--- src/design/fdn_pkg.sv ---
`timescale 1ns / 1ps

package fdn_pkg;

    localparam int SW        = 24;
    localparam int LINES     = 4;
    localparam int DEPTH     = 4096;
    localparam int AW        = 12;
    localparam int LEN_W     = 13;
    localparam int RAMP_W    = 16;
    localparam int TGT_W     = 22;
    localparam int FB_W      = 16;
    localparam int MA_W      = 27;
    localparam int MB_W      = 25;
    localparam int PROD_W    = 52;
    localparam int DIV_W     = 23;
    localparam int PADDR_W   = 5;
    localparam int PDATA_W   = 32;

    localparam logic [LEN_W-1:0] MIN_LEN   = 13'd8;
    localparam logic [LEN_W-1:0] MAX_LEN   = 13'd4096;
    localparam logic [LEN_W-1:0] AMT_MAX   = 13'd4096;

    localparam logic [LEN_W-1:0]  LEN_A_RST = 13'd1426;
    localparam logic [LEN_W-1:0]  LEN_B_RST = 13'd1781;
    localparam logic [LEN_W-1:0]  LEN_C_RST = 13'd1973;
    localparam logic [LEN_W-1:0]  LEN_D_RST = 13'd2559;
    localparam logic [RAMP_W-1:0] RAMP_RST  = 16'd2400;

    localparam logic signed [MB_W-1:0] C_FEED = 25'sd9175;
    localparam logic signed [MB_W-1:0] C_DAMP = 25'sd7864;
    localparam logic signed [MB_W-1:0] C_DUCK = 25'sd5898;
    localparam logic [FB_W-1:0]        C_FB_BASE = 16'd15073;
    localparam logic [12:0]            C_FB_SPAN = 13'd7209;
    localparam logic [13:0]            C_WET     = 14'd13763;

    localparam logic [2:0] REG_AMOUNT = 3'd0;
    localparam logic [2:0] REG_LEN_A  = 3'd1;
    localparam logic [2:0] REG_LEN_B  = 3'd2;
    localparam logic [2:0] REG_LEN_C  = 3'd3;
    localparam logic [2:0] REG_LEN_D  = 3'd4;
    localparam logic [2:0] REG_RAMP   = 3'd5;

    typedef logic signed [SW-1:0] sample_t;
    typedef logic [AW-1:0]        addr_t;

    typedef struct packed {
        logic [LINES-1:0][LEN_W-1:0] eff_len;
        logic [RAMP_W-1:0]           ramp;
        logic [TGT_W-1:0]            target;
        logic [FB_W-1:0]             fb;
    } cfg_t;

    typedef struct packed {
        logic             amt_start;
        logic [LINES-1:0] len_wr;
    } cfg_ev_t;

    typedef struct packed {
        logic                     rd_en;
        logic [LINES-1:0]         wr_en;
        logic [LINES-1:0][AW-1:0] addr;
        logic [SW-1:0]            wr_data;
    } bank_ctl_t;

    // Round half up, then arithmetic shift right.
    function automatic logic signed [PROD_W-1:0] rnd_shr(input logic signed [PROD_W-1:0] v,
                                                          input int s);
        logic signed [PROD_W-1:0] half;
        half = PROD_W'(1) <<< (s - 1);
        return (v + half) >>> s;
    endfunction

    function automatic sample_t sat(input logic signed [PROD_W-1:0] v);
        logic signed [PROD_W-1:0] hi;
        logic signed [PROD_W-1:0] lo;
        hi = (PROD_W'(1) <<< (SW - 1)) - PROD_W'(1);
        lo = -hi - PROD_W'(1);
        if (v > hi) return hi[SW-1:0];
        else if (v < lo) return lo[SW-1:0];
        else return v[SW-1:0];
    endfunction

endpackage

--- src/design/fdn_div.sv ---
`timescale 1ns / 1ps

module fdn_div import fdn_pkg::*; (
    input  logic              clk,
    input  logic              rst_n,
    input  logic              start,
    input  logic [DIV_W-1:0]  dividend,
    input  logic [RAMP_W-1:0] divisor,
    output logic              busy,
    output logic              done,
    output logic [DIV_W-1:0]  quotient
);

    // Restoring division, one quotient bit per cycle.
    logic [DIV_W-1:0]  quo_reg;
    logic [RAMP_W-1:0] rem_reg;
    logic [RAMP_W-1:0] dvs_reg;
    logic [4:0]        cnt_reg;
    logic              busy_reg;
    logic              done_reg;

    logic [RAMP_W:0]   rem_sh;
    logic              fit;

    assign rem_sh = {rem_reg, quo_reg[DIV_W-1]};
    assign fit    = (rem_sh >= {1'b0, dvs_reg});

    always_ff @(posedge clk or negedge rst_n)
    begin
        if (!rst_n)
        begin
            busy_reg <= 1'b0;
            done_reg <= 1'b0;
            cnt_reg  <= '0;
        end
        else
        begin
            done_reg <= 1'b0;
            if (start)
            begin
                busy_reg <= 1'b1;
                cnt_reg  <= '0;
            end
            else if (busy_reg)
            begin
                cnt_reg <= cnt_reg + 5'd1;
                if (cnt_reg == 5'(DIV_W - 1))
                begin
                    busy_reg <= 1'b0;
                    done_reg <= 1'b1;
                end
            end
        end
    end

    always_ff @(posedge clk)
    begin
        if (start)
        begin
            quo_reg <= dividend;
            rem_reg <= '0;
            dvs_reg <= divisor;
        end
        else if (busy_reg)
        begin
            rem_reg <= fit ? RAMP_W'(rem_sh - {1'b0, dvs_reg}) : rem_sh[RAMP_W-1:0];
            quo_reg <= {quo_reg[DIV_W-2:0], fit};
        end
    end

    assign busy     = busy_reg;
    assign done     = done_reg;
    assign quotient = quo_reg;

endmodule

--- config.mk ---
export PLATFORM = sky130hd
export DESIGN_NAME = fdn_div
export DESIGN_NICKNAME = d
export VERILOG_FILES = /design/src/design/fdn_pkg.sv /design/src/design/fdn_div.sv
export SDC_FILE = /design/constraint.sdc
export NUM_CORES = 1
export LEC_CHECK = 0
export ABC_AREA = 1
export BUFFER_PORTS_ARGS = -buffer_cell sky130_fd_sc_hd__buf_2
export CAP_MARGIN = 30
export CORE_AREA = 10 10 83 99
export DETAILED_ROUTE_END_ITERATION = 6
export DIE_AREA = 0 0 93 109
export PLACE_DENSITY = 0.83
export SETUP_SLACK_MARGIN = 0.15
export SLEW_MARGIN = 20
export SYNTH_ARGS = -nofsm -noshare
export SYNTH_HDL_FRONTEND = slang
export SYNTH_SLANG_ARGS = --single-unit
--- constraint.sdc ---
create_clock -name clk -period 5.92 [get_ports clk]
set_clock_uncertainty 0.15 [all_clocks]
set_input_delay 0.592 -clock clk [delete_from_list [all_inputs] [get_ports clk]]
set_output_delay 0.592 -clock clk [all_outputs]
set_load 0.01 [all_outputs]
; Word level (Yosys, flattened, before mapping)
; Cells that the tools add are included.
[classes]
add_sub_neg = 2
n_lt_le_gt_ge = 1
eq_ne = 1
n_mux = 11
reduce_logical = 1
[op_table]
columns = operator, n
row1 = 2-to-1 mux 23 bit, 2
row2 = >= comparator 17 x 16 -> 1 bit, 1
row3 = 2-to-1 mux 16 bit, 1
row4 = subtractor 16 bit, 1
row5 = 2-to-1 mux 5 bit, 2
row6 = 2-to-1 mux 1 bit, 6
row7 = "adder 5 x 1 -> 5 bit, second input constant", 1
row8 = "== test 5 bit, second input constant", 1
row9 = nonzero test 2 bit, 1
[word_totals]
register_bits = 62
input_bits = 42
out_inout_bits = 25
wordCells = 22

; Logic depth before layout (Yosys ltp)
[logic_depth]
ltp_word = 4
mapped_depth = 14
mapped_depth_nobuf = 14

; Least setup slack after synthesis
; No wires, ideal clock.
[synth_timing]
path_kind = input to register
start = input port start
end = register quo_reg[0], in the netlist quotient[0], enable pin
setup_ns = 0.383
arrival_ns = 1.477
required_ns = 5.387
slack_ns = 3.910
cell_stages = 3
path_buffers = 1
path_cell_list = clkbuf_1 -> nor2_1 -> inv_1
[synth_between]
elab_chain_len = 1
[synth_rtl]
columns = element, line_no
row1 = "start, declared", fdn_div.sv:6  ; input logic start,
row2 = nonzero test 2 bit (no source line), -
row3 = "end signal, assigned", fdn_div.sv:60  ; quo_reg <= dividend;
row4 = "end signal, assigned", fdn_div.sv:67  ; quo_reg <= {quo_reg[DIV_W-2:0], fit};
row5 = "end, declared", fdn_div.sv:15  ; logic [DIV_W-1:0] quo_reg;
; Every way passes these cells.
; A chain may end at the register's enable or synchronous reset.

; Worst setup path in the final report
[layout_timing]
start = input port start
end = register quo_reg[0], in the netlist quotient[0], data pin
[layout_between]
elab_chain_len = 1
[layout_rtl]
columns = element, line_no
row1 = 2-to-1 mux 23 bit, fdn_div.sv:58  ; if (start)
; Every way passes these cells.

==> impl_summary.md <==
Drt
The number of DRC violations after detailed routing is 0. The via density per instance is 5.10. The number of detailed-routing iterations run before antenna repair is 5.

The routed layout has ~3,200 vias. The count of nets left with antenna violations after detail routing is 0. The per-cell routed wire length is about 13 um.

In this run, the number of DRC markers left after iteration 0 of detailed routing was 271. The routed design has 8.50 mm of wire.

Synth
The synthesized netlist occupies a cell area of 3640 sq um. Of the synthesized area, sequential elements account for 0.457. The most used flip-flop cell after synthesis is sky130_fd_sc_hd__edfxtp_1.

The post-synthesis share of cell area spent on full adders, half adders and majority gates is 0.0673. The share of synthesized area in the top cell type comes to 0.321. After technology mapping, the gate count stands at 472. The average instance in the mapped netlist occupies 7.72 sq um. Of all flip-flops after synthesis, the portion carrying an async set or reset was 0.113. Ranked by total cell area, the synthesized netlist is headed by sky130_fd_sc_hd__edfxtp_1 (32%), sky130_fd_sc_hd__nand2_1 (19%), sky130_fd_sc_hd__dfxtp_1 (8.8%), sky130_fd_sc_hd__inv_1 (7.3%), sky130_fd_sc_hd__ha_1 (6.2%). The simple-gate portion of the synthesized area is 0.326.

Of the total synthesized cell area, the portion taken by XOR and XNOR cells is 0.0144. The synthesized design contains 62 register bits. The proportion of synthesized area in mux cells is 0. The share of the synthesized area in compound gates (AO/OA/AOI/OAI) is 0.0440. The post-synth net total is 533. The combinational family with the most area after synthesis is simple AND/OR/NAND/NOR gates. The cell type with the largest total area after synthesis is sky130_fd_sc_hd__edfxtp_1. The number of unique standard cell types used by synthesis is 34. Yosys mapped a number of flops with a built-in enable equal to 39. For this run, the number of Yosys warnings is 0.

CTS
The number of instances resized during post-cts repair is 0. The total number of clock tree sinks is between 60 and 70. The number of buffers inserted for hold repair after clock tree synthesis is 1. The number of buffers created by CTS is 9. Buffers added to address setup during post-CTS repair amount to 0. The clock root buffer is sky130_fd_sc_hd__clkbuf_8. After clock tree synthesis, the clock-pin slew on the worst setup and hold paths is approximately 70 ps.

The clock network latency to the later pin of the worst-skew pair is 330 ps. The number of levels the H-tree was split into is 3. Counting along the longest clock path gives a buffer depth of 2.

TritonCTS built the clock tree.

Place
The placement-stage worst setup slack is roughly 3000 ps. After detailed placement, the total cell area comes to around 4000 sq um. The final weighted congestion in routability-driven placement is 0.918.

The total half-perimeter wirelength after legalization and detailed placement is 6.59 mm. The number of port buffers is 66.

Timing
The final period demand of the worst path is 2590 ps. The smallest hold slack is 283 ps. The number of endpoints with negative hold slack in the final report is 0. The total count of max-transition violations in the final report is 0.

For the pin with the worst max-slew slack, the measured transition is 862 ps. Setup slack closes at 3330 ps. Dividing the final minimum period by the clock period gives 0.438. Setup violations remaining at the end of the flow were counted as 0. In this run the tightest slew margin relative to its limit is 0.426. Setup total negative slack on the finished layout was measured at 0 ps. Setup repair after global routing left no endpoint under its margin. The maximum operating frequency is ~0.39 GHz.

Die
The top-level I/O count is 67. The die area is 10,100 sq um. The initial utilization of the core area, before any placement, comes to 0.576. Measured along the x axis, the die boundary spans 93 um. The area inside the core boundary is 6330 sq um.

The count of standard-cell rows is 32. The vertical die dimension is 109 um.

Layout
In the final layout, the share of cells above drive strength 1 is 0.183. The register with the most flip-flops in the layout has 23 of them. The number of diodes is 0. The number of nets in the finished design is between 600 and 700. The final non-filler cell area is 4240 sq um. The leading cell type in the layout, fill and taps excluded is sky130_fd_sc_hd__nand2_1. In the layout the commonest cells are sky130_fd_sc_hd__nand2_1 (187), sky130_fd_sc_hd__inv_1 (71), sky130_fd_sc_hd__buf_2 (66). The layout-stage area growth over the synthesis result is 16.4%.

Global route
Entering global routing, the biggest net connects 44 pins. The number of global-route vias before repair was roughly 3,300. The initial antenna violation count is 0. The global-route congestion overflow total is 0.

The wire length of the first global-routing pass is 14.7 mm. In the global route stage, overall resource usage came out at 0.179.

Critical path
The kind of critical path is input port to flip-flop. The biggest fanout along the worst timing path is 43. The element type at the critical path start is an input port. The required time reported for the critical path endpoint is a little under 6000 ps. The kind of end point of the critical path is a flip-flop.

The arrival time at the worst endpoint is 2500 ps.

Status
The flow ran to the end, and the final reports show no timing, DRC or antenna violations.

Power
The final total power is 1780 uW. IR analysis of the VDD net gives a maximum drop of 0.253 mV. The total power density per cell area is 419 nW/um^2. The static power due to leakage is 0.00227 uW.

Worst hold path
The path type of the worst min-delay path is input port to flip-flop.

Job
Across the run, the number of max-cap violations was 0.
[area by class of cell]
class                      instances  area [sq um]
sequential                        62          1670
fill                             542          2080
clock inverter                     5          50.0
timing repair buffer              68           355
inverter                          73           274
clock buffer                      11           141
multi-input combinational        327          1650
tap                               85           106
[routing by layer]
metal	global-route usage	wire (um)
met5	0	0
met4	0.0673	163
met3	0.0399	419
met2	0.307	4230
met1	0.214	3690
[per-stage QoR]
stage / utilization / cells
after global placement: 0.636 / 613
after floorplan: - / 472
after global routing: 0.670 / 631
after CTS: 0.670 / 631
final: 0.670 / 631
after detailed placement: 0.639 / 614
[cells in the mapped netlist (2+ instances only)]
master,instances
sky130_fd_sc_hd__nand3b_1,7
sky130_fd_sc_hd__nand2_1,187
sky130_fd_sc_hd__o21ai_0,10
sky130_fd_sc_hd__clkbuf_1,6
sky130_fd_sc_hd__dfrtp_1,7
sky130_fd_sc_hd__nor3_1,6
sky130_fd_sc_hd__nand4_1,5
sky130_fd_sc_hd__nor2_1,18
sky130_fd_sc_hd__dfxtp_1,16
sky130_fd_sc_hd__nand3_1,36
sky130_fd_sc_hd__xor2_1,2
sky130_fd_sc_hd__a21oi_2,2
sky130_fd_sc_hd__nand2_4,2
sky130_fd_sc_hd__a21oi_1,10
sky130_fd_sc_hd__nand2_2,4
sky130_fd_sc_hd__xnor2_1,4
sky130_fd_sc_hd__nand3_2,4
sky130_fd_sc_hd__edfxtp_1,39
sky130_fd_sc_hd__inv_1,71
sky130_fd_sc_hd__ha_1,18
sky130_fd_sc_hd__nor2_2,4
sky130_fd_sc_hd__buf_4,2
[cell families (layout without fill, tap and decap cells)]
| logic type | count (synthesis) | after routing |
|---|---|---|
| buf+inv | 83 | 157 |
| flops | 62 | 62 |
| compound gates | 28 | 28 |
| simple gates | 274 | 274 |
| fa+ha+maj | 19 | 19 |
| xor+xnor | 6 | 6 |
[worst paths after layout]
path | start | to | slack (ps) | cells after the start
worst max-delay path | start | quotient[0]$_DFFE_PP_ | 3330 | 4
worst min-delay path | divisor[14] | dvs_reg[14]$_DFFE_PP_ | 280 | 1
worst max register to register | dvs_reg[6]$_DFFE_PP_ | rem_reg[1]$_SDFFE_PP0P_ | 3580 | 11
worst min register to register | cnt_reg[4]$_DFFE_PN0P_ | cnt_reg[4]$_DFFE_PN0P_ | 320 | 1
max in group asynchronous | rst_n | cnt_reg[4]$_DFFE_PN0P_ | 4990 | 2
min in group asynchronous | rst_n | cnt_reg[3]$_DFFE_PN0P_ | 470 | 2
[worst max-delay path, cell delays in order]
cell                       delay [ps]
sky130_fd_sc_hd__buf_2            640
sky130_fd_sc_hd__clkinv_1         870
sky130_fd_sc_hd__nor2_1           310
sky130_fd_sc_hd__a31oi_1           60
[power by group]
group	internal [uW]	total (uW)	switching, uW
Sequential	544	594	50.4
Combinational	301	826	525
Clock	202	359	156
Total	1050	1780	731
Power figures use the tool's default switching activity.
