`config.mk`:
```
export PLATFORM = sky130hd
export DESIGN_NAME = fdn_regs
export DESIGN_NICKNAME = d
export VERILOG_FILES = /design/src/design/fdn_pkg.sv /design/src/design/fdn_regs.sv
export SDC_FILE = /design/constraint.sdc
export NUM_CORES = 1
export LEC_CHECK = 0
export BUFFER_PORTS_ARGS = -buffer_cell sky130_fd_sc_hd__buf_2
export CAP_MARGIN = 20
export CORE_ASPECT_RATIO = 0.9
export CORE_MARGIN = 2
export CORE_UTILIZATION = 50
export CTS_CLUSTER_DIAMETER = 100
export DETAILED_ROUTE_END_ITERATION = 7
export PLACE_DENSITY = 0.7
export SYNTH_ARGS = -nofsm -noshare
export SYNTH_HDL_FRONTEND = slang
export SYNTH_SLANG_ARGS = --single-unit
```
`constraint.sdc`:
```
create_clock -name clk -period 4.4 [get_ports clk]
set_input_delay 0.88 -clock clk [delete_from_list [all_inputs] [get_ports clk]]
set_output_delay 0.88 -clock clk [all_outputs]
set_load 0.1 [all_outputs]
```
`src/design/fdn_pkg.sv`:
```
`timescale 1ns / 1ps

package fdn_pkg;

    localparam int SW        = 24;
    localparam int LINES     = 4;
    localparam int DEPTH     = 4096;
    localparam int AW        = 12;
    localparam int LEN_W     = 13;
    localparam int RAMP_W    = 16;
    localparam int TGT_W     = 22;
    localparam int FB_W      = 16;
    localparam int MA_W      = 27;
    localparam int MB_W      = 25;
    localparam int PROD_W    = 52;
    localparam int DIV_W     = 23;
    localparam int PADDR_W   = 5;
    localparam int PDATA_W   = 32;

    localparam logic [LEN_W-1:0] MIN_LEN   = 13'd8;
    localparam logic [LEN_W-1:0] MAX_LEN   = 13'd4096;
    localparam logic [LEN_W-1:0] AMT_MAX   = 13'd4096;

    localparam logic [LEN_W-1:0]  LEN_A_RST = 13'd1426;
    localparam logic [LEN_W-1:0]  LEN_B_RST = 13'd1781;
    localparam logic [LEN_W-1:0]  LEN_C_RST = 13'd1973;
    localparam logic [LEN_W-1:0]  LEN_D_RST = 13'd2559;
    localparam logic [RAMP_W-1:0] RAMP_RST  = 16'd2400;

    localparam logic signed [MB_W-1:0] C_FEED = 25'sd9175;
    localparam logic signed [MB_W-1:0] C_DAMP = 25'sd7864;
    localparam logic signed [MB_W-1:0] C_DUCK = 25'sd5898;
    localparam logic [FB_W-1:0]        C_FB_BASE = 16'd15073;
    localparam logic [12:0]            C_FB_SPAN = 13'd7209;
    localparam logic [13:0]            C_WET     = 14'd13763;

    localparam logic [2:0] REG_AMOUNT = 3'd0;
    localparam logic [2:0] REG_LEN_A  = 3'd1;
    localparam logic [2:0] REG_LEN_B  = 3'd2;
    localparam logic [2:0] REG_LEN_C  = 3'd3;
    localparam logic [2:0] REG_LEN_D  = 3'd4;
    localparam logic [2:0] REG_RAMP   = 3'd5;

    typedef logic signed [SW-1:0] sample_t;
    typedef logic [AW-1:0]        addr_t;

    typedef struct packed {
        logic [LINES-1:0][LEN_W-1:0] eff_len;
        logic [RAMP_W-1:0]           ramp;
        logic [TGT_W-1:0]            target;
        logic [FB_W-1:0]             fb;
    } cfg_t;

    typedef struct packed {
        logic             amt_start;
        logic [LINES-1:0] len_wr;
    } cfg_ev_t;

    typedef struct packed {
        logic                     rd_en;
        logic [LINES-1:0]         wr_en;
        logic [LINES-1:0][AW-1:0] addr;
        logic [SW-1:0]            wr_data;
    } bank_ctl_t;

    // Round half up, then arithmetic shift right.
    function automatic logic signed [PROD_W-1:0] rnd_shr(input logic signed [PROD_W-1:0] v,
                                                          input int s);
        logic signed [PROD_W-1:0] half;
        half = PROD_W'(1) <<< (s - 1);
        return (v + half) >>> s;
    endfunction

    function automatic sample_t sat(input logic signed [PROD_W-1:0] v);
        logic signed [PROD_W-1:0] hi;
        logic signed [PROD_W-1:0] lo;
        hi = (PROD_W'(1) <<< (SW - 1)) - PROD_W'(1);
        lo = -hi - PROD_W'(1);
        if (v > hi) return hi[SW-1:0];
        else if (v < lo) return lo[SW-1:0];
        else return v[SW-1:0];
    endfunction

endpackage

```
`src/design/fdn_regs.sv`:
```
`timescale 1ns / 1ps

module fdn_regs import fdn_pkg::*; (
    input  logic               clk,
    input  logic               rst_n,
    input  logic               psel,
    input  logic               penable,
    input  logic               pwrite,
    input  logic [PADDR_W-1:0] paddr,
    input  logic [PDATA_W-1:0] pwdata,
    output logic [PDATA_W-1:0] prdata,
    output cfg_t               cfg,
    output cfg_ev_t            ev
);

    logic [LEN_W-1:0]              amount_reg;
    logic [LINES-1:0][LEN_W-1:0]   len_reg;
    logic [RAMP_W-1:0]             ramp_reg;
    logic [TGT_W-1:0]              target_reg;
    logic [FB_W-1:0]               fb_reg;
    cfg_ev_t                       ev_reg;

    logic             wr;
    logic [2:0]       idx;
    logic [LEN_W-1:0] v13;
    logic [LEN_W-1:0] amt_c;
    logic [26:0]      tgt_prod;
    logic [TGT_W-1:0] tgt_new;
    logic [25:0]      fb_prod;
    logic [FB_W-1:0]  fb_new;

    function automatic logic [LEN_W-1:0] eff(input logic [LEN_W-1:0] len);
        if (len < MIN_LEN) return MIN_LEN;
        else if (len > MAX_LEN) return MAX_LEN;
        else return len;
    endfunction

    assign wr       = psel & penable & pwrite;
    assign idx      = paddr[4:2];
    assign v13      = pwdata[LEN_W-1:0];
    assign amt_c    = (v13 > AMT_MAX) ? AMT_MAX : v13;
    assign tgt_prod = amt_c * C_WET;
    assign tgt_new  = TGT_W'((tgt_prod + 27'd8) >> 4);
    assign fb_prod  = amt_c * C_FB_SPAN;
    assign fb_new   = C_FB_BASE + FB_W'((fb_prod + 26'd2048) >> 12);

    always_ff @(posedge clk or negedge rst_n)
    begin
        if (!rst_n)
        begin
            amount_reg <= '0;
            len_reg    <= {LEN_D_RST, LEN_C_RST, LEN_B_RST, LEN_A_RST};
            ramp_reg   <= RAMP_RST;
            target_reg <= '0;
            fb_reg     <= C_FB_BASE;
            ev_reg     <= '0;
        end
        else
        begin
            ev_reg <= '0;
            if (wr)
            begin
                case (idx)
                    REG_AMOUNT:
                    begin
                        amount_reg       <= v13;
                        target_reg       <= tgt_new;
                        fb_reg           <= fb_new;
                        ev_reg.amt_start <= (tgt_new != target_reg);
                    end
                    REG_LEN_A:
                    begin
                        len_reg[0]       <= v13;
                        ev_reg.len_wr[0] <= 1'b1;
                    end
                    REG_LEN_B:
                    begin
                        len_reg[1]       <= v13;
                        ev_reg.len_wr[1] <= 1'b1;
                    end
                    REG_LEN_C:
                    begin
                        len_reg[2]       <= v13;
                        ev_reg.len_wr[2] <= 1'b1;
                    end
                    REG_LEN_D:
                    begin
                        len_reg[3]       <= v13;
                        ev_reg.len_wr[3] <= 1'b1;
                    end
                    REG_RAMP:
                    begin
                        ramp_reg <= pwdata[RAMP_W-1:0];
                    end
                    default:
                    begin
                        ramp_reg <= ramp_reg;
                    end
                endcase
            end
        end
    end

    always_comb
    begin
        case (idx)
            REG_AMOUNT: prdata = PDATA_W'(amount_reg);
            REG_LEN_A:  prdata = PDATA_W'(len_reg[0]);
            REG_LEN_B:  prdata = PDATA_W'(len_reg[1]);
            REG_LEN_C:  prdata = PDATA_W'(len_reg[2]);
            REG_LEN_D:  prdata = PDATA_W'(len_reg[3]);
            REG_RAMP:   prdata = PDATA_W'(ramp_reg);
            default:    prdata = '0;
        endcase
    end

    always_comb
    begin
        for (int i = 0; i < LINES; i++)
        begin
            cfg.eff_len[i] = eff(len_reg[i]);
        end
        cfg.ramp   = ramp_reg;
        cfg.target = target_reg;
        cfg.fb     = fb_reg;
    end

    assign ev = ev_reg;

endmodule

```
Word-level counts from Yosys, hierarchy flattened
Cells that the tools add are included.
{ "totals": {"register_bits": 124, "input_bits": 42, "out_inout_bits": 143, "word_cells": 55} }
{ "classes": {"addsub": 3, "multipliers": 2, "n_lt_le_gt_ge": 9, "eq_ne": 6, "muxes": 16, "bitwise_logic": 2, "n_reduce_logical": 7} }
{ "op_table": {"columns": ["cell", "count"], "rows": [
  ["13-bit two-way mux", 9],
  ["16-bit case mux with 6 select lines", 1],
  ["13-bit > comparator, second input constant", 5],
  ["13-bit by 4-bit < comparator with 1-bit output, second input constant", 4],
  ["26-bit by 12-bit adder with 26-bit output, second input constant", 1],
  ["26-bit by 4-bit adder with 26-bit output, second input constant", 1],
  ["13-bit by 13-bit multiplier with 26-bit output, second input constant", 1],
  ["13-bit by 14-bit multiplier with 26-bit output, second input constant", 1],
  ["22-bit inequality test", 1],
  ["14-bit by 14-bit adder with 15-bit output, first input constant", 1],
  ["2-bit AND reduction", 6],
  ["3-bit by 2-bit equality test with 1-bit output, second input constant", 2],
  ["3-bit equality test, second input constant", 2],
  ["1-bit two-way mux", 5],
  ["5-bit two-way mux", 1],
  ["3-bit by 1-bit equality test with 1-bit output, second input constant", 1],
  ["3-bit zero test", 1],
  ["1-bit bitwise AND", 2]
]} }

Depth between registers and ports, before layout
{ "depth": {"word_depth": 7, "ltp_mapped": 26} }

Least setup slack after synthesis
No wires, ideal clock.
{ "synth_path": {"kind": "input -> register", "start": "input port pwdata[12]", "end": "register ev_reg (netlist bit ev[4])", "t_arrival_ns": 6.511, "slack_ns": -2.243, "stages": 23, "path_cell_list": "clkbuf_1 > nor2b_1 > inv_1 > fa_1 > inv_1 > ha_1 > ha_1 > fa_1 > inv_1 > fa_1 > inv_1 > ha_1 > clkbuf_1 > a21oi_1 > o21ai_1 > a211oi_1 > a21oi_1 > a31oi_1 > nand2b_1 > a221oi_1 > nand4_1 > a2111oi_0 > nor2_1"} }
{ "synth_via": {"elab_chain_len": 7} }
{ "synth_lines": {"columns": ["element", "line", "source"], "rows": [
  ["start: declaration", "fdn_regs.sv:10", "input logic [PDATA_W-1:0] pwdata,"],
  ["13-bit > comparator", "fdn_regs.sv:41", "assign amt_c = (v13 > AMT_MAX) ? AMT_MAX : v13;"],
  ["13-bit two-way mux (*)", "fdn_regs.sv:41", null],
  ["13-bit by 14-bit multiplier with 26-bit output (*)", "fdn_regs.sv:42", "assign tgt_prod = amt_c * C_WET;"],
  ["26-bit by 4-bit adder with 26-bit output (*)", "fdn_regs.sv:43", "assign tgt_new = TGT_W'((tgt_prod + 27'd8) >> 4);"],
  ["22-bit inequality test (*)", "fdn_regs.sv:69", "ev_reg.amt_start <= (tgt_new != target_reg);"],
  ["1-bit two-way mux (*)", "fdn_regs.sv:63", "case (idx)"],
  ["5-bit two-way mux (*)", "fdn_regs.sv:61", "if (wr)"],
  ["end: declaration", "fdn_regs.sv:21", "cfg_ev_t ev_reg;"]
]} }
Mark *: on every way between the ends. The rest lies on a longest branch, timed or not.
A chain may end at the register's enable or synchronous reset.

Final worst setup path
{ "layout_path": {"start": "input port pwdata[12]", "end": "register fb_reg[12]"} }
{ "layout_via": {"elab_chain_len": 5} }
{ "layout_lines": {"columns": ["element", "line", "source"], "rows": [
  ["13-bit > comparator", "fdn_regs.sv:41", null],
  ["13-bit two-way mux (*)", "fdn_regs.sv:41", null],
  ["13-bit by 13-bit multiplier with 26-bit output (*)", "fdn_regs.sv:44", "assign fb_prod = amt_c * C_FB_SPAN;"],
  ["26-bit by 12-bit adder with 26-bit output (*)", "fdn_regs.sv:45", "assign fb_new = C_FB_BASE + FB_W'((fb_prod + 26'd2048) >> 12);"],
  ["14-bit by 14-bit adder with 15-bit output (*)", "fdn_regs.sv:45", null],
  ["end signal: assignment", "fdn_regs.sv:68", "fb_reg <= fb_new;"],
  ["end: declaration", "fdn_regs.sv:20", "logic [FB_W-1:0] fb_reg;"]
]} }
Marks and branches as above.

==> qor.txt <==
chip height: 157 µm
ys flop type: dfrtp_1
area delta synth->final: 34.7%
complex-gate fraction of the synthesized area: 0.107
PwrDens: 684 nW/µm²
design area: 17600 µm²
starting density of the core: 0.505
Vias: 11.3k
CTS tree: done
worst r2r dst: ev[4]$_DFF_PN0_
initial antenna violation count: 0
Die X: 174 µm
Arr. time, crit path: 6180 ps
worst vdd ir: 0.707 mV
Setup Skew: 9.74 ps
clock share of power: 0.118
GR Util met2: 0.462
worst path required time: 4770 ps
Net Sw Frac: 0.531
Yosys cell types: 82
ant diodes: 0
R2R Setup Slk: 1710 ps
switching pwr: 0.00639 W
Via density: 5.39
largest area contributor in the netlist: ha_1
vias in the first global route: 11.4k
buffers and inverters on the worst path: 5
fillers: 1909
dpl hpwl: 29.1 mm
Slew headroom: 0.389
Worst-path clk slew: 70 ps
flops & latches, synth: 123
nets: 2037
main combinational cell family by area after synthesis: adder cells
port buffer count: 149
worst reg2reg startpoint: target_reg[20]$_DFFE_PN0P_
clk buf depth: 2
worst-margin pin slew: 908 ps
H-tree levels: 4
DR WL/cell: 18.1 µm
most used cell, CP: fa_1
# hold bufs at CTS: 0
first-pass GRT wire length: 59.9 mm
I/O Pins: 185
fin crit period: 5810 ps
largest cells by area after synthesis: ha_1 (18%), dfrtp_1 (15%), fa_1 (12%)
Die ar.: 27400 µm²
DP Area: 16100 µm²
Starting DRT DRC Count: 568
Yosys top cell area share: 0.179
DRC viols: 0
Synth Area in Simple Gates: 0.131
met1 Use GR: 0.367
status: complete, but fails checks
ratio of cells with drive above 1 in the final layout: 0.429
final cell count without fillers: 2090
drt total wl: 37.8 mm
clock sinks: 123
Worst Hold Class: input port to asynchronous set/reset pin
gpl congestion: 0.941
crit end category: flop
leakage: 8.99 nW
crit start category: input port
TritonCTS Buffers: 17
Max Transition Viols Final: 0
post-route ant nets: 0
GRT Util Overall: 0.280
kind of critical path: input port to flop
xor and xnor fraction of the mapped netlist area: 0.0439
R2R depth: 11
total power: 0.0120 W
EDFF count, synth: 0
Core Area: 25900 µm²
sequential area share after synthesis: 0.240
slowest stage delay, CP: 550 ps
sequential share of power: 0.148
max-cap viol count: 0
pin count of the biggest net entering global routing: 124
Cells after Synth: 1359
Post-Place Cells: 2034
cells along the critical path: buf_8, clkinvlp_4, buf_6, nand2_8, buf_6, fa_1, inv_2, ha_4, fa_1, fa_1, fa_1, ha_4, ha_4, a21oi_4, o21ai_2, a221o_1, a21o_4, o21ai_4, nor2b_2, or3_4, o311ai_4, xor2_1, o21ai_1
Critical Path Slowest Stage Cell: fa_1
fin crit share: 1.32
mux contribution to synthesized area: 0.0920
adder-cell share of the synthesized area: 0.300
PnR worst setup slack: -1410 ps
warnings from Yosys: 0
Mapped Avg Cell Area: 9.61 µm²
Initial DRT Pass Iterations: 5
max reg flops: 52
Clock Latency Late Sink: 440 ps
Comb power frac: 0.734
Achievable Freq: 172 MHz
CP Depth: 23
async set or reset register ratio after synthesis: 1.00
GR peak layer: met2
Post-Syn Area: 13100 µm²
Internal: 0.00565 W
GR Overflow Total: 0
critical path peak fanout: 4
unrepaired setup endpoints after global routing: yes
root buffer cell: clkbuf_16
met3 GRT Util: 0.0621
failing checks: negative setup slack
final setup vio count: 32
critical path's top delay family: adder cells
final hold slack: 430 ps
Final Hold Vio Count: 0
row count: 56
[cell families after synthesis]
| group | count (synthesis) |
|---|---|
| AOI/OAI and AO/OA | 203 |
| xor gates and xnor gates | 59 |
| adders and majority gates | 266 |
| buffers and inverters | 272 |
| DFF | 123 |
| muxes | 103 |
| other | 1 |
| and+or+nand+nor | 332 |
[cell type report]
cell class	count	area [µm²]	share of cell area
Clock buffer	18	439	0.0250
Clock inverter	14	135	0.00768
Inverter	197	753	0.0428
Multi-Input combinational cell	982	9900	0.563
Sequential cell	123	3130	0.178
Tap cell	348	435	0.0248
Timing Repair Buffer	408	2790	0.159
[worst max path at each step]
stage / end / start
final: fb_reg[12]$_DFFE_PN1P_ / pwdata[12]
after floorplan: ev[4]$_DFF_PN0_ / pwdata[12]
after CTS: fb_reg[12]$_DFFE_PN1P_ / pwdata[12]
after detailed placement: fb_reg[13]$_DFFE_PN1P_ / pwdata[12]
after global placement: ev[4]$_DFF_PN0_ / pwdata[12]
after global routing: ev[4]$_DFF_PN0_ / pwdata[12]
[power by group through the flow]
stage | sequential [W] | combinational (W) | clock, W
after floorplan | 0.00298 | 0.00461 | 0
after global placement | 0.00178 | 0.00787 | 0
after detailed placement | 0.00179 | 0.00801 | 0
after CTS | 0.00178 | 0.00856 | 0.00144
after global routing | 0.00182 | 0.00949 | 0.00149
final | 0.00178 | 0.00884 | 0.00142
[what timing repair did]
action                                  4_1_cts  5_1_grt
endpoints found under the setup margin       32       33
buffers inserted                             19        5
pin swaps                                    59       28
resized for setup                           110       43
[layer usage]
| metal | part of all wire | vias to the layer above |
|---|---|---|
| met5 | 0 | - |
| met4 | 0.025 | 0 |
| met3 | 0.062 | 66 |
| met2 | 0.48 | 322 |
| met1 | 0.44 | 5533 |
| li1 | - | 5344 |
[synth_stat cells (6+ instances only)]
library cell	number
nor4_1	13
buf_2	9
xnor2_1	29
nor3_1	22
a31oi_1	10
inv_1	195
o22ai_1	11
o21ai_1	12
and2_1	38
nand4_1	11
a22oi_1	6
nand2_1	111
dfrtp_1	80
a21oi_1	43
nand2b_1	10
o21ai_0	39
clkbuf_1	44
mux4_2	6
mux2i_1	21
buf_4	19
nor2b_1	32
mux2_2	76
nand3_1	19
a21o_1	15
dfstp_2	43
nor2_1	40
ha_1	187
xor2_1	25
fa_1	79
and3_1	8
[per-stage QoR]
step	util	setup TNS (ps)	setup WS (ps)
3_5_place_dp	0.621	-45940	-1940
4_1_cts	0.672	-25900	-1350
3_3_place_gp	0.621	-43700	-1890
6_report	0.680	-27660	-1410
5_1_grt	0.680	-32910	-1580
2_1_floorplan	-	-33180	-1580
[worst reg2reg max path, cell delays in order, from the launching register on]
cell	delay, ps
dfrtp_1	410
xnor2_1	150
or3_1	320
a32oi_1	220
buf_4	160
o2111ai_1	120
a2111oi_2	290
nand4_1	160
nor4_2	210
nand4_1	150
a2111oi_2	340
nor2_1	70
[cells in the final DEF, fill, tap and decap left out, types with 6 or more instances in the layout]
master     count
ha_2           6
xor2_1        24
a21oi_4        7
mux2i_1       21
nor2_1        37
nand2_1       99
nand2b_1      10
o21ai_0       26
nor4_1        11
nor3_1        20
dfstp_2       43
clkbuf_16     17
and2_1        37
inv_2         20
mux2_2        75
ha_4          30
o22ai_2        7
buf_6         17
nand3_1       18
o21ai_2        6
nand4_1       11
fa_2           7
a31oi_1        8
a21oi_1       26
dfrtp_1       80
buf_2        147
nand2_2        7
buf_4        241
fa_1          72
ha_1         151
conb_1        19
a21o_1        13
nor2b_1       27
and3_1         7
mux4_2         6
o21ai_1       19
xnor2_2        7
a21oi_2       12
xnor2_1       24
inv_1        172
(Power assumes the default switching activity.)
